[config.mk]
export PLATFORM = sky130hd
export DESIGN_NAME = bit_aligned_copy_stream
export DESIGN_NICKNAME = d
export VERILOG_FILES = /design/src/bacs_pkg.sv /design/src/bacs_align.sv /design/src/bacs_outq.sv /design/src/bit_aligned_copy_stream.sv
export SDC_FILE = /design/constraint.sdc
export NUM_CORES = 1
export LEC_CHECK = 0
export ABC_AREA = 1
export BUFFER_PORTS_ARGS = -buffer_cell sky130_fd_sc_hd__buf_2
export CORE_ASPECT_RATIO = 1.5
export CORE_MARGIN = 2
export CORE_UTILIZATION = 61
export CTS_BUF_LIST = sky130_fd_sc_hd__clkbuf_16
export DETAILED_ROUTE_END_ITERATION = 16
export GPL_TIMING_DRIVEN = 0
export HOLD_SLACK_MARGIN = 0.03
export PLACE_DENSITY = 0.91
export SKIP_LAST_GASP = 1
export SLEW_MARGIN = 20
export SYNTH_ARGS = -nofsm -noshare
export SYNTH_HDL_FRONTEND = slang
export SYNTH_HIERARCHICAL = 1
export SYNTH_SLANG_ARGS = --single-unit
[constraint.sdc]
create_clock -name clk -period 9.3 [get_ports clk]
set_input_delay 1.86 -clock clk [delete_from_list [all_inputs] [get_ports clk]]
set_output_delay 1.86 -clock clk [all_outputs]
set_load 0.02 [all_outputs]
[src/bacs_pkg.sv]
`default_nettype none

package bacs_pkg;

    localparam int ADDR_WIDTH  = 4;
    localparam int DATA_WIDTH  = 32;
    localparam int INDEX_WIDTH = 14;
    localparam int QUEUE_DEPTH = 4;
    localparam int COUNT_WIDTH = 3;

    localparam logic [7:0] FULL_MASK = 8'hff;

    typedef enum logic [1:0] {
        REG_SRC_BIT_OFFSET = 2'd0,
        REG_DST_BIT_OFFSET = 2'd1,
        REG_BIT_LENGTH     = 2'd2
    } reg_index_t;

    typedef struct packed {
        logic [7:0]             dst_byte;
        logic [7:0]             write_mask;
        logic [INDEX_WIDTH-1:0] dst_index;
        logic                   last;
    } result_t;

    typedef struct packed {
        logic [1:0] count;
        result_t    first;
        result_t    second;
    } push_t;

endpackage

`default_nettype wire

[src/bacs_align.sv]
`default_nettype none

module bacs_align #(
    parameter int LENGTH_WIDTH = 16
) (
    input  wire logic                    clk,
    input  wire logic                    rst_n,
    input  wire logic                    accept,
    input  wire logic [7:0]              src_byte,
    input  wire logic [2:0]              src_bit_offset,
    input  wire logic [2:0]              dst_bit_offset,
    input  wire logic [LENGTH_WIDTH-1:0] bit_length,
    output bacs_pkg::push_t              push
);

    logic                               in_transfer_reg;
    logic                               in_transfer_next;
    logic [6:0]                         carry_bits_reg;
    logic [6:0]                         carry_bits_next;
    logic [2:0]                         carry_count_reg;
    logic [2:0]                         carry_count_next;
    logic [LENGTH_WIDTH-1:0]            bits_left_reg;
    logic [LENGTH_WIDTH-1:0]            bits_left_next;
    logic [bacs_pkg::INDEX_WIDTH-1:0]   out_count_reg;
    logic [bacs_pkg::INDEX_WIDTH-1:0]   out_count_next;

    logic                               start;
    logic                               skip;
    logic [LENGTH_WIDTH-1:0]            bl;
    logic [LENGTH_WIDTH-1:0]            bl1;
    logic [2:0]                         cc0;
    logic [6:0]                         cb0;
    logic [bacs_pkg::INDEX_WIDTH-1:0]   oc0;
    logic [bacs_pkg::INDEX_WIDTH-1:0]   oc1;
    logic [bacs_pkg::INDEX_WIDTH-1:0]   oc2;
    logic [7:0]                         v8;
    logic [7:0]                         vtake;
    logic [3:0]                         avail;
    logic [3:0]                         take;
    logic [14:0]                        cb1;
    logic [14:0]                        cb2;
    logic [4:0]                         cc1;
    logic [4:0]                         cc2;
    logic                               emit1;
    logic                               emit2;
    logic                               done;
    logic [7:0]                         head_mask;
    bacs_pkg::result_t                  r1;
    bacs_pkg::result_t                  r2;

    always_comb
    begin
        start     = !in_transfer_reg;
        skip      = start && (bit_length == '0);
        bl        = start ? bit_length : bits_left_reg;
        cc0       = start ? dst_bit_offset : carry_count_reg;
        cb0       = start ? 7'd0 : carry_bits_reg;
        oc0       = start ? '0 : out_count_reg;
        v8        = start ? 8'(src_byte << src_bit_offset) : src_byte;
        avail     = start ? (4'd8 - {1'b0, src_bit_offset}) : 4'd8;
        take      = (bl < LENGTH_WIDTH'(avail)) ? bl[3:0] : avail;
        vtake     = v8 >> (4'd8 - take);
        cb1       = ({8'd0, cb0} << take) | {7'd0, vtake};
        cc1       = {2'b00, cc0} + {1'b0, take};
        bl1       = bl - LENGTH_WIDTH'(take);
        emit1     = cc1 >= 5'd8;
        cc2       = emit1 ? (cc1 - 5'd8) : cc1;
        cb2       = cb1 & ((15'd1 << cc2) - 15'd1);
        head_mask = bacs_pkg::FULL_MASK >> dst_bit_offset;
        done      = bl1 == '0;
        emit2     = done && (cc2 != 5'd0);
        oc1       = oc0 + bacs_pkg::INDEX_WIDTH'(emit1);
        oc2       = oc1 + bacs_pkg::INDEX_WIDTH'(emit2);

        r1.dst_byte   = 8'(cb1 >> (cc1 - 5'd8));
        r1.write_mask = (oc0 == '0) ? head_mask : bacs_pkg::FULL_MASK;
        r1.dst_index  = oc0;
        r1.last       = done && (cc2 == 5'd0);

        r2.dst_byte   = 8'(cb2 << (5'd8 - cc2));
        r2.write_mask = 8'(bacs_pkg::FULL_MASK << (5'd8 - cc2))
                        & ((oc1 == '0) ? head_mask : bacs_pkg::FULL_MASK);
        r2.dst_index  = oc1;
        r2.last       = 1'b1;
    end

    always_comb
    begin
        push.first  = emit1 ? r1 : r2;
        push.second = r2;
        if (accept && !skip)
        begin
            push.count = {1'b0, emit1} + {1'b0, emit2};
        end
        else
        begin
            push.count = 2'd0;
        end
    end

    always_comb
    begin
        in_transfer_next = in_transfer_reg;
        carry_bits_next  = carry_bits_reg;
        carry_count_next = carry_count_reg;
        bits_left_next   = bits_left_reg;
        out_count_next   = out_count_reg;
        if (accept && !skip)
        begin
            in_transfer_next = !done;
            carry_bits_next  = done ? 7'd0 : cb2[6:0];
            carry_count_next = done ? 3'd0 : cc2[2:0];
            bits_left_next   = bl1;
            out_count_next   = oc2;
        end
    end

    always_ff @(posedge clk or negedge rst_n)
    begin
        if (!rst_n)
        begin
            in_transfer_reg <= 1'b0;
            carry_bits_reg  <= '0;
            carry_count_reg <= '0;
            bits_left_reg   <= '0;
            out_count_reg   <= '0;
        end
        else
        begin
            in_transfer_reg <= in_transfer_next;
            carry_bits_reg  <= carry_bits_next;
            carry_count_reg <= carry_count_next;
            bits_left_reg   <= bits_left_next;
            out_count_reg   <= out_count_next;
        end
    end

endmodule

`default_nettype wire

[src/bacs_outq.sv]
`default_nettype none

module bacs_outq (
    input  wire logic              clk,
    input  wire logic              rst_n,
    input  wire bacs_pkg::push_t   push,
    input  wire logic              out_ready,
    output logic                   out_valid,
    output bacs_pkg::result_t      out_item,
    output logic                   in_ready
);

    localparam int DEPTH = bacs_pkg::QUEUE_DEPTH;
    localparam int CW    = bacs_pkg::COUNT_WIDTH;

    bacs_pkg::result_t q_reg  [DEPTH];
    bacs_pkg::result_t q_next [DEPTH];
    bacs_pkg::result_t sh     [DEPTH];
    logic [CW-1:0]     cnt_reg;
    logic [CW-1:0]     cnt_next;
    logic [CW-1:0]     base;
    logic              pop;

    assign out_valid = cnt_reg != '0;
    assign out_item  = q_reg[0];
    assign in_ready  = cnt_reg <= CW'(DEPTH - 2);
    assign pop       = out_valid && out_ready;
    assign base      = cnt_reg - CW'(pop);
    assign cnt_next  = base + CW'(push.count);

    always_comb
    begin
        for (int i = 0; i < DEPTH - 1; i++)
        begin
            sh[i] = q_reg[i + 1];
        end
        sh[DEPTH-1] = q_reg[DEPTH-1];
        for (int i = 0; i < DEPTH; i++)
        begin
            if (CW'(i) < base)
            begin
                q_next[i] = pop ? sh[i] : q_reg[i];
            end
            else if ((CW'(i) == base) && (push.count != 2'd0))
            begin
                q_next[i] = push.first;
            end
            else if ((CW'(i) == base + CW'(1)) && (push.count == 2'd2))
            begin
                q_next[i] = push.second;
            end
            else
            begin
                q_next[i] = q_reg[i];
            end
        end
    end

    always_ff @(posedge clk or negedge rst_n)
    begin
        if (!rst_n)
        begin
            cnt_reg <= '0;
        end
        else
        begin
            cnt_reg <= cnt_next;
        end
    end

    always_ff @(posedge clk)
    begin
        for (int i = 0; i < DEPTH; i++)
        begin
            q_reg[i] <= q_next[i];
        end
    end

endmodule

`default_nettype wire

[src/bit_aligned_copy_stream.sv]
// results of an accepted source byte are registered in the result queue before they reach the m_ side
// throughput: one source byte per cycle while s_tready is high; the final byte of a transfer may give two results
// s_tready drops while the four-entry result queue holds more than two results
// reset: rst_n asynchronous active low, clears configuration, carry state and queue
`default_nettype none

module bit_aligned_copy_stream #(
    parameter int LENGTH_WIDTH = 16
) (
    input  wire logic                              clk,
    input  wire logic                              rst_n,
    input  wire logic                              psel,
    input  wire logic                              penable,
    input  wire logic                              pwrite,
    input  wire logic [bacs_pkg::ADDR_WIDTH-1:0]   paddr,
    input  wire logic [bacs_pkg::DATA_WIDTH-1:0]   pwdata,
    output logic      [bacs_pkg::DATA_WIDTH-1:0]   prdata,
    output logic                                   pready,
    input  wire logic                              s_tvalid,
    output logic                                   s_tready,
    input  wire logic [7:0]                        s_tdata,  // src_byte
    output logic                                   m_tvalid,
    input  wire logic                              m_tready,
    output logic      [31:0]                       m_tdata,  // dst_byte, write_mask, dst_index
    output logic                                   m_tlast
);

    logic [2:0]              src_bit_offset_reg;
    logic [2:0]              dst_bit_offset_reg;
    logic [LENGTH_WIDTH-1:0] bit_length_reg;
    logic                    wr_en;
    bacs_pkg::reg_index_t    reg_index;
    logic                    accept;
    bacs_pkg::push_t         push;
    bacs_pkg::result_t       item;

    assign pready    = 1'b1;
    assign wr_en     = psel && penable && pwrite && pready;
    assign reg_index = bacs_pkg::reg_index_t'(paddr[3:2]);
    assign accept    = s_tvalid && s_tready;

    always_comb
    begin
        case (reg_index)
            bacs_pkg::REG_SRC_BIT_OFFSET: prdata = {29'd0, src_bit_offset_reg};
            bacs_pkg::REG_DST_BIT_OFFSET: prdata = {29'd0, dst_bit_offset_reg};
            bacs_pkg::REG_BIT_LENGTH:     prdata = bacs_pkg::DATA_WIDTH'(bit_length_reg);
            default:                      prdata = '0;
        endcase
    end

    always_ff @(posedge clk or negedge rst_n)
    begin
        if (!rst_n)
        begin
            src_bit_offset_reg <= '0;
            dst_bit_offset_reg <= '0;
            bit_length_reg     <= '0;
        end
        else if (wr_en)
        begin
            case (reg_index)
                bacs_pkg::REG_SRC_BIT_OFFSET: src_bit_offset_reg <= pwdata[2:0];
                bacs_pkg::REG_DST_BIT_OFFSET: dst_bit_offset_reg <= pwdata[2:0];
                bacs_pkg::REG_BIT_LENGTH:     bit_length_reg     <= pwdata[LENGTH_WIDTH-1:0];
                default:                      ;
            endcase
        end
    end

    bacs_align #(
        .LENGTH_WIDTH(LENGTH_WIDTH)
    ) u_align (
        .clk           (clk),
        .rst_n         (rst_n),
        .accept        (accept),
        .src_byte      (s_tdata),
        .src_bit_offset(src_bit_offset_reg),
        .dst_bit_offset(dst_bit_offset_reg),
        .bit_length    (bit_length_reg),
        .push          (push)
    );

    bacs_outq u_outq (
        .clk      (clk),
        .rst_n    (rst_n),
        .push     (push),
        .out_ready(m_tready),
        .out_valid(m_tvalid),
        .out_item (item),
        .in_ready (s_tready)
    );

    assign m_tdata = {2'b00, item.dst_index, item.write_mask, item.dst_byte};
    assign m_tlast = item.last;

endmodule

`default_nettype wire

==> impl_results.md, run 1 <==
- Top delay family on crit path: simple AND/OR/NAND/NOR gates
- Routed len/inst: 17.5 µm
- Register area share after synthesis: 37.7%
- Drc violations: 0
- DRT Pass-1 Iters: 7
- CTS tree: done
- ANT nets after route: 0
- Cell Rows: 68
- RSZ-0062 raised after global routing: false
- Clk sink count: 190
- Worst-margin pin slew: 0.905 ns
- Post-synth EDFFs: 124
- PortBufs: 81
- Rel. slew slack: 39.5%
- Cts bufs inserted: 17
- Fillers: 1,975
- CP Data Required Time: 9.49 ns
- Buffers & Inverters on Critical Path: 11
- Initial core utilization: 62.1%
- Die W: 129 µm
- GRT Total Usage: 34.9%
- Register area: 5380 µm²
- Placement Cell Area: 15,200 µm²
- Cell area after layout: 15,900 µm²
- Worst skew pair latency: 0.45 ns
- Worst hold start: u_align/out_count_reg[12]
- Placed cells: 2,403
- CP Max Fanout: 11
- Area of the multi-input gates: 7460 µm²
- Via count: 14,600
- Synth Cell Area: 14,300 µm²
- CP startpoint: src_bit_offset_reg[2]
- Area Growth Syn to Fin: 11.1%
- Fmax: 0.116 GHz
- Fin cells: 2,437
- NumNets Final: 2,226
- Initial drt markers: 1,361
- Final worst-path cycle share: 92.3%
- Die Ht: 191 µm
- HPWL Detailed: 32.9 mm
- Gr ovfl total: 0
- Commonest non-fill, non-tap cell in the layout: nand2_1
- YS warnings: 6
- Clock buffer depth: 2
- Largest net degree at the start of global routing: 37
- Minimum clock period: 8.59 ns
- Setup CP Type: reg -> reg
- Cts hold-fix bufs: 0
- Critical-path top delay cell: fa_2
- CP peak stage delay: 0.55 ns
- Share of cells above drive strength 1: 14.2%
- CTS clk-pin slew, worst paths: 0.08 ns
- Root Driver: clkbuf_16
- Core Area: 23,000 µm²
- R2r startpoint: src_bit_offset_reg[2]
- Max Clock Skew: 0.0157 ns
- Vias per cell: 6.00
- H-tree lvl count: 4
- Mapped Avg Cell Area: 7.06 µm²
- Outcome: completed
- Worst setup SP type: flop
- Io pins: 119
- Prevailing post-synth register cell: edfxtp_1
- Register bit count reported by yosys: 190
- Most frequent cells in the layout: nand2_1, inv_1, nand3_1
- Worst min path class: reg -> reg
- Total die area: 24,700 µm²
- Cells after Synth: 2,021
- Asr flop ratio synth: 34.7%
- RePlAce Congestion: 1.01
- Largest register FFs: 124
- Initial antenna violation count: 0
- Final wirelength: 42.5 mm
- R2R setup slack: 0.71 ns
- First-pass GRT wire length: 68.2 mm
- ANT cells: 0
- Setup Viol. Count Final: 0
- Max-cap violation count: 0
- Vias in the first global route: 14,100
- Final hold violations: 0
- Distinct cells, synth: 56
- Crit. End Element: flop
- CP arrival: 8.78 ns
- Fin. max-slew vios: 0
synthesized netlist by cell type (all sizes together), types with 2 or more instances:
master     n  share of area (%)
nor3      10               0.46
nor2     179                5.3
or2        8               0.35
o31ai      4               0.21
nand3b     3               0.16
o21a       3               0.16
a21oi     59                2.1
buf       85                3.7
and2       2              0.088
a22oi      2               0.11
inv      230                6.0
o211ai    38                2.0
ha        28                2.5
a31oi      7               0.31
nand3    177                6.6
edfxtp   124                 26
dfrtp     66                 12
o21ai    170                6.2
fa         3               0.42
a21boi     2               0.11
o22a       2               0.12
xor2      18                1.2
o2111ai    2               0.12
conb       3              0.079
nor4      12               0.53
nand2    649                 18
xnor2      7               0.43
nand4     80                3.5
o22ai      5               0.22
clkbuf    36                1.0
metal layers:
| metal | GRT usage [%] | part of all wire, % |
|---|---|---|
| met5 | 0 | 0 |
| met4 | 22.6 | 6.6 |
| met3 | 5.21 | 7.1 |
| met2 | 62.8 | 51 |
| met1 | 37.7 | 36 |
worst paths after layout:
| path | to | cells past startpoint |
|---|---|---|
| min in group asynchronous | bit_length_reg[12] | 1 |
| hold reg to reg | u_align/out_count_reg[12] | 2 |
| hold / removal | u_align/out_count_reg[12] | 2 |
| setup / recovery | u_outq/q_reg[2][16] | 46 |
| max in group asynchronous | u_align/bits_left_reg[3] | 2 |
| setup reg to reg | u_outq/q_reg[2][16] | 46 |
area by class of cell:
| cell class | instances | share of cell area [%] |
|---|---|---|
| clock buffers | 18 | 2.84 |
| well taps | 280 | 2.21 |
| flip-flops and latches | 190 | 33.9 |
| plain buffers | 119 | 4.21 |
| clock inverters | 14 | 1.03 |
| inverters | 231 | 5.52 |
| multi-input cells | 1496 | 47.0 |
| repair buffers | 89 | 3.25 |
worst min-delay path: stages (launching register included):
cell and delay, ns:
dfrtp_1 0.35, nand2_1 0.06, nand2_1 0.05
through the flow:
stage	setup WS [ns]	TNS, ns	utilization (%)	hold WS [ns]
floorplan	0.804	0	-	0.446
global placement	-1.63	-61.42	65.7	0.463
detailed placement	0.104	0	66.2	0.469
CTS	0.0236	0	68.9	0.491
global route	0.0673	0	69.0	0.504
finish	0.714	0	69.0	0.491
cells by family (layout without fill, tap and decap cells):
logic type               after synthesis  after routing  synth area share [%]
AO/OA/AOI/OAI                        297            297                  11.9
XOR/XNOR                              25             25                  1.64
adder cells (fa/ha/maj)               31             31                  2.88
buffers and inverters                352            471                  10.8
flip-flops                           190            190                  37.7
other                                  3             20                0.0789
AND/OR/NAND/NOR                     1123           1123                  35.0
repair_timing:
| action | CTS | global route |
|---|---|---|
| buffers inserted | 0 | 4 |
| endpoints found under the setup margin | 0 | 32 |
| resized for setup | 0 | 7 |
Power of run 1 is left out: the tool's default activity adds up to more than one toggle a clock period on the data nets, which glitch-free logic cannot reach.
==> inputs of run 2 (changes only) <==
--- a/config.mk
+++ b/config.mk
@@ -5,16 +5,17 @@
 export SDC_FILE = /design/constraint.sdc
 export NUM_CORES = 1
 export LEC_CHECK = 0
-export ABC_AREA = 1
 export BUFFER_PORTS_ARGS = -buffer_cell sky130_fd_sc_hd__buf_2
+export CELL_PAD_IN_SITES_DETAIL_PLACEMENT = 1
+export CELL_PAD_IN_SITES_GLOBAL_PLACEMENT = 1
 export CORE_ASPECT_RATIO = 1.5
 export CORE_MARGIN = 2
-export CORE_UTILIZATION = 61
+export CORE_UTILIZATION = 48
 export CTS_BUF_LIST = sky130_fd_sc_hd__clkbuf_16
 export DETAILED_ROUTE_END_ITERATION = 16
 export GPL_TIMING_DRIVEN = 0
 export HOLD_SLACK_MARGIN = 0.03
-export PLACE_DENSITY = 0.91
+export PLACE_DENSITY = 0.92
 export SKIP_LAST_GASP = 1
 export SLEW_MARGIN = 20
 export SYNTH_ARGS = -nofsm -noshare
==> impl_results.md, run 2 <==
- Outcome: completed
- CP Max Fanout: 11
- Cells after Synth: 1,588
- Register bit count reported by yosys: 190
- Die Ht: 219 µm
- Placement Cell Area: 15,900 µm²
- Total die area: 32,100 µm²
- Worst hold start: u_align/carry_count_reg[1]
- Cells on worst reg2reg path: 41
- CP peak stage delay: 0.49 ns
- Worst-margin pin slew: 1.07 ns
- Fillers: 3,484
- Largest register FFs: 124
- Setup Viol. Count Final: 0
- Post-synth EDFFs: 124
- Die W: 147 µm
- Fmax: 0.108 GHz
- Initial drt markers: 1,249
- Initial core utilization: 48.7%
- CTS tree: done
- CTS clk-pin slew, worst paths: 0.08 ns
- Io pins: 119
- Gr ovfl total: 0
- ANT cells: 0
- Synth top area share: 25.3%
- Asr flop ratio synth: 34.7%
- CP Data Required Time: 9.54 ns
- CP arrival: 9.49 ns
- Final worst-path cycle share: 99.5%
- Mapped Avg Cell Area: 9.27 µm²
- PortBufs: 80
- Crit. End Element: flop
- Rel. slew slack: 28.2%
- Top post-synthesis cells by area: edfxtp_1, dfrtp_1, mux2i_1, a21oi_1, mux2_2
- HPWL Detailed: 40.1 mm
- Critical-path top delay cell: dfrtp_2
- Via count: 14,200
- Cell area after layout: 16,800 µm²
- Buffers & Inverters on Critical Path: 12
- Worst min path class: reg -> reg
- Worst skew pair latency: 0.46 ns
- Most common library cells after synthesis: nand2_1, a21oi_1, edfxtp_1
- GRT Total Usage: 32.9%
- Top delay family on crit path: buffers and inverters
- Initial antenna violation count: 0
- Setup CP Type: reg -> reg
- Fin. max-slew vios: 0
- YS warnings: 6
- Cell Rows: 78
- NumNets Final: 1,801
- Most frequent cells in the layout: nand2_1, a21oi_1, edfxtp_1
- Synth Cell Area: 14,700 µm²
- Final wirelength: 54.2 mm
- Count leader, synth: nand2_1
- Vias per cell: 6.67
- ANT nets after route: 0
- Worst Hold Endpoint: u_align/carry_count_reg[1]
- R2R setup slack: 0.04 ns
- Max Clock Skew: 0.0162 ns
- Largest net degree at the start of global routing: 35
- Final hold violations: 0
- DRT Pass-1 Iters: 5
- Share of cells above drive strength 1: 19.3%
- Max-cap violation count: 0
- Drc violations: 0
- Clock buffer depth: 2
- Cts hold-fix bufs: 0
- Prevailing post-synth register cell: edfxtp_1
- Vias in the first global route: 14,900
- Minimum clock period: 9.26 ns
- Clk sink count: 190
- RePlAce Congestion: 0.999
- Root Driver: clkbuf_16
- Top cell type by total area after synthesis: edfxtp_1
- Commonest non-fill, non-tap cell in the layout: nand2_1
- H-tree lvl count: 4
- Worst setup SP type: flop
- Distinct cells, synth: 96
- First-pass GRT wire length: 82.4 mm
- Core Area: 30,300 µm²
- Cts bufs inserted: 17
- Hold depth: 2
- Critical R2R Capture: u_outq/q_reg[2][20]
- Register area share after synthesis: 36.5%
- Routed len/inst: 25.4 µm
- R2r startpoint: u_align/in_transfer_reg
- Area Growth Syn to Fin: 14.2%
run 2: cell count changes in the layout (fill, tap and decap cells not counted), moves of 43 or more:
| cell | before | now |
|---|---|---|
| nand4_1 | 80 | 9 |
| nor2_1 | 161 | 76 |
| mux2i_1 | 0 | 62 |
| nand2_1 | 623 | 139 |
| inv_1 | 207 | 76 |
| clkbuf_1 | 31 | 74 |
| o21ai_0 | 115 | 57 |
| nand3_1 | 166 | 33 |
| mux2_2 | 0 | 50 |
| a21oi_1 | 57 | 128 |
run 2: routing by layer:
layer / share of wire, % / track usage (%) / vias up
li1: - / - / 6205
met1: 35 / 33.6 / 7009
met2: 52 / 60.8 / 742
met3: 5.4 / 4.80 / 272
met4: 7.8 / 23.9 / 0
met5: 0 / 0 / -
run 2: area by class of cell:
| type | count | area, µm² | area share [%] |
|---|---|---|---|
| multi-input cells | 1191 | 8730 | 51.9 |
| plain buffers | 137 | 689 | 4.10 |
| repair buffers | 98 | 618 | 3.68 |
| clock inverters | 15 | 158 | 0.937 |
| well taps | 400 | 500 | 2.98 |
| clock buffers | 17 | 425 | 2.53 |
| inverters | 84 | 318 | 1.89 |
| flip-flops and latches | 190 | 5380 | 32.0 |
run 2: cells by family after synthesis:
family          Yosys count  synth area share (%)
mux                     147                  11.9
other cells               3                0.0765
fa+ha+maj                31                  2.79
compound gates          508                  24.2
flops                   190                  36.5
simple gates            418                  13.9
buf+inv                 224                  6.65
xor+xnor                 67                  4.09
run 2: what timing repair did:
item,in CTS,in global routing
pin swaps,5,6
endpoints found under the setup margin,265,220
resized for setup,45,34
buffers inserted,4,9
run 2: worst max path at each step:
stage | end | slack (ns) | depth (start not counted) | start
final | u_outq/q_reg[2][20] | 0.04 | 41 | u_align/in_transfer_reg
after global placement | u_outq/q_reg[0][1] | -2.79 | 33 | src_bit_offset_reg[0]
after floorplan | u_outq/q_reg[0][0] | 0.12 | 34 | src_bit_offset_reg[0]
after detailed placement | u_outq/q_reg[2][16] | -3.12 | 39 | src_bit_offset_reg[0]
after global routing | u_outq/q_reg[2][20] | -0.27 | 41 | u_align/in_transfer_reg
after CTS | u_outq/q_reg[2][16] | 0.04 | 41 | u_align/in_transfer_reg
run 2: per-stage QoR:
stage / setup TNS (ns) / worst slack [ns] / util (%) / instances / hold WS, ns
CTS: 0 / 0.0447 / 55.0 / 2125 / 0.507
detailed placement: -404.97 / -3.12 / 52.5 / 2090 / 0.479
global route: -0.721 / -0.270 / 55.6 / 2132 / 0.545
global placement: -477.01 / -2.79 / 51.9 / 2085 / 0.457
floorplan: 0 / 0.119 / - / 1605 / 0.443
finish: 0 / 0.0440 / 55.6 / 2132 / 0.513
run 2: tightest hold or removal path: cells and delay by family, from the launching register on:
| family | cells | cell delay [ns] |
|---|---|---|
| flip-flops | 1 | 0.36 |
| AO/OA/AOI/OAI | 1 | 0.07 |
| AND/OR/NAND/NOR | 1 | 0.05 |
Power of run 2 is left out for the same reason.
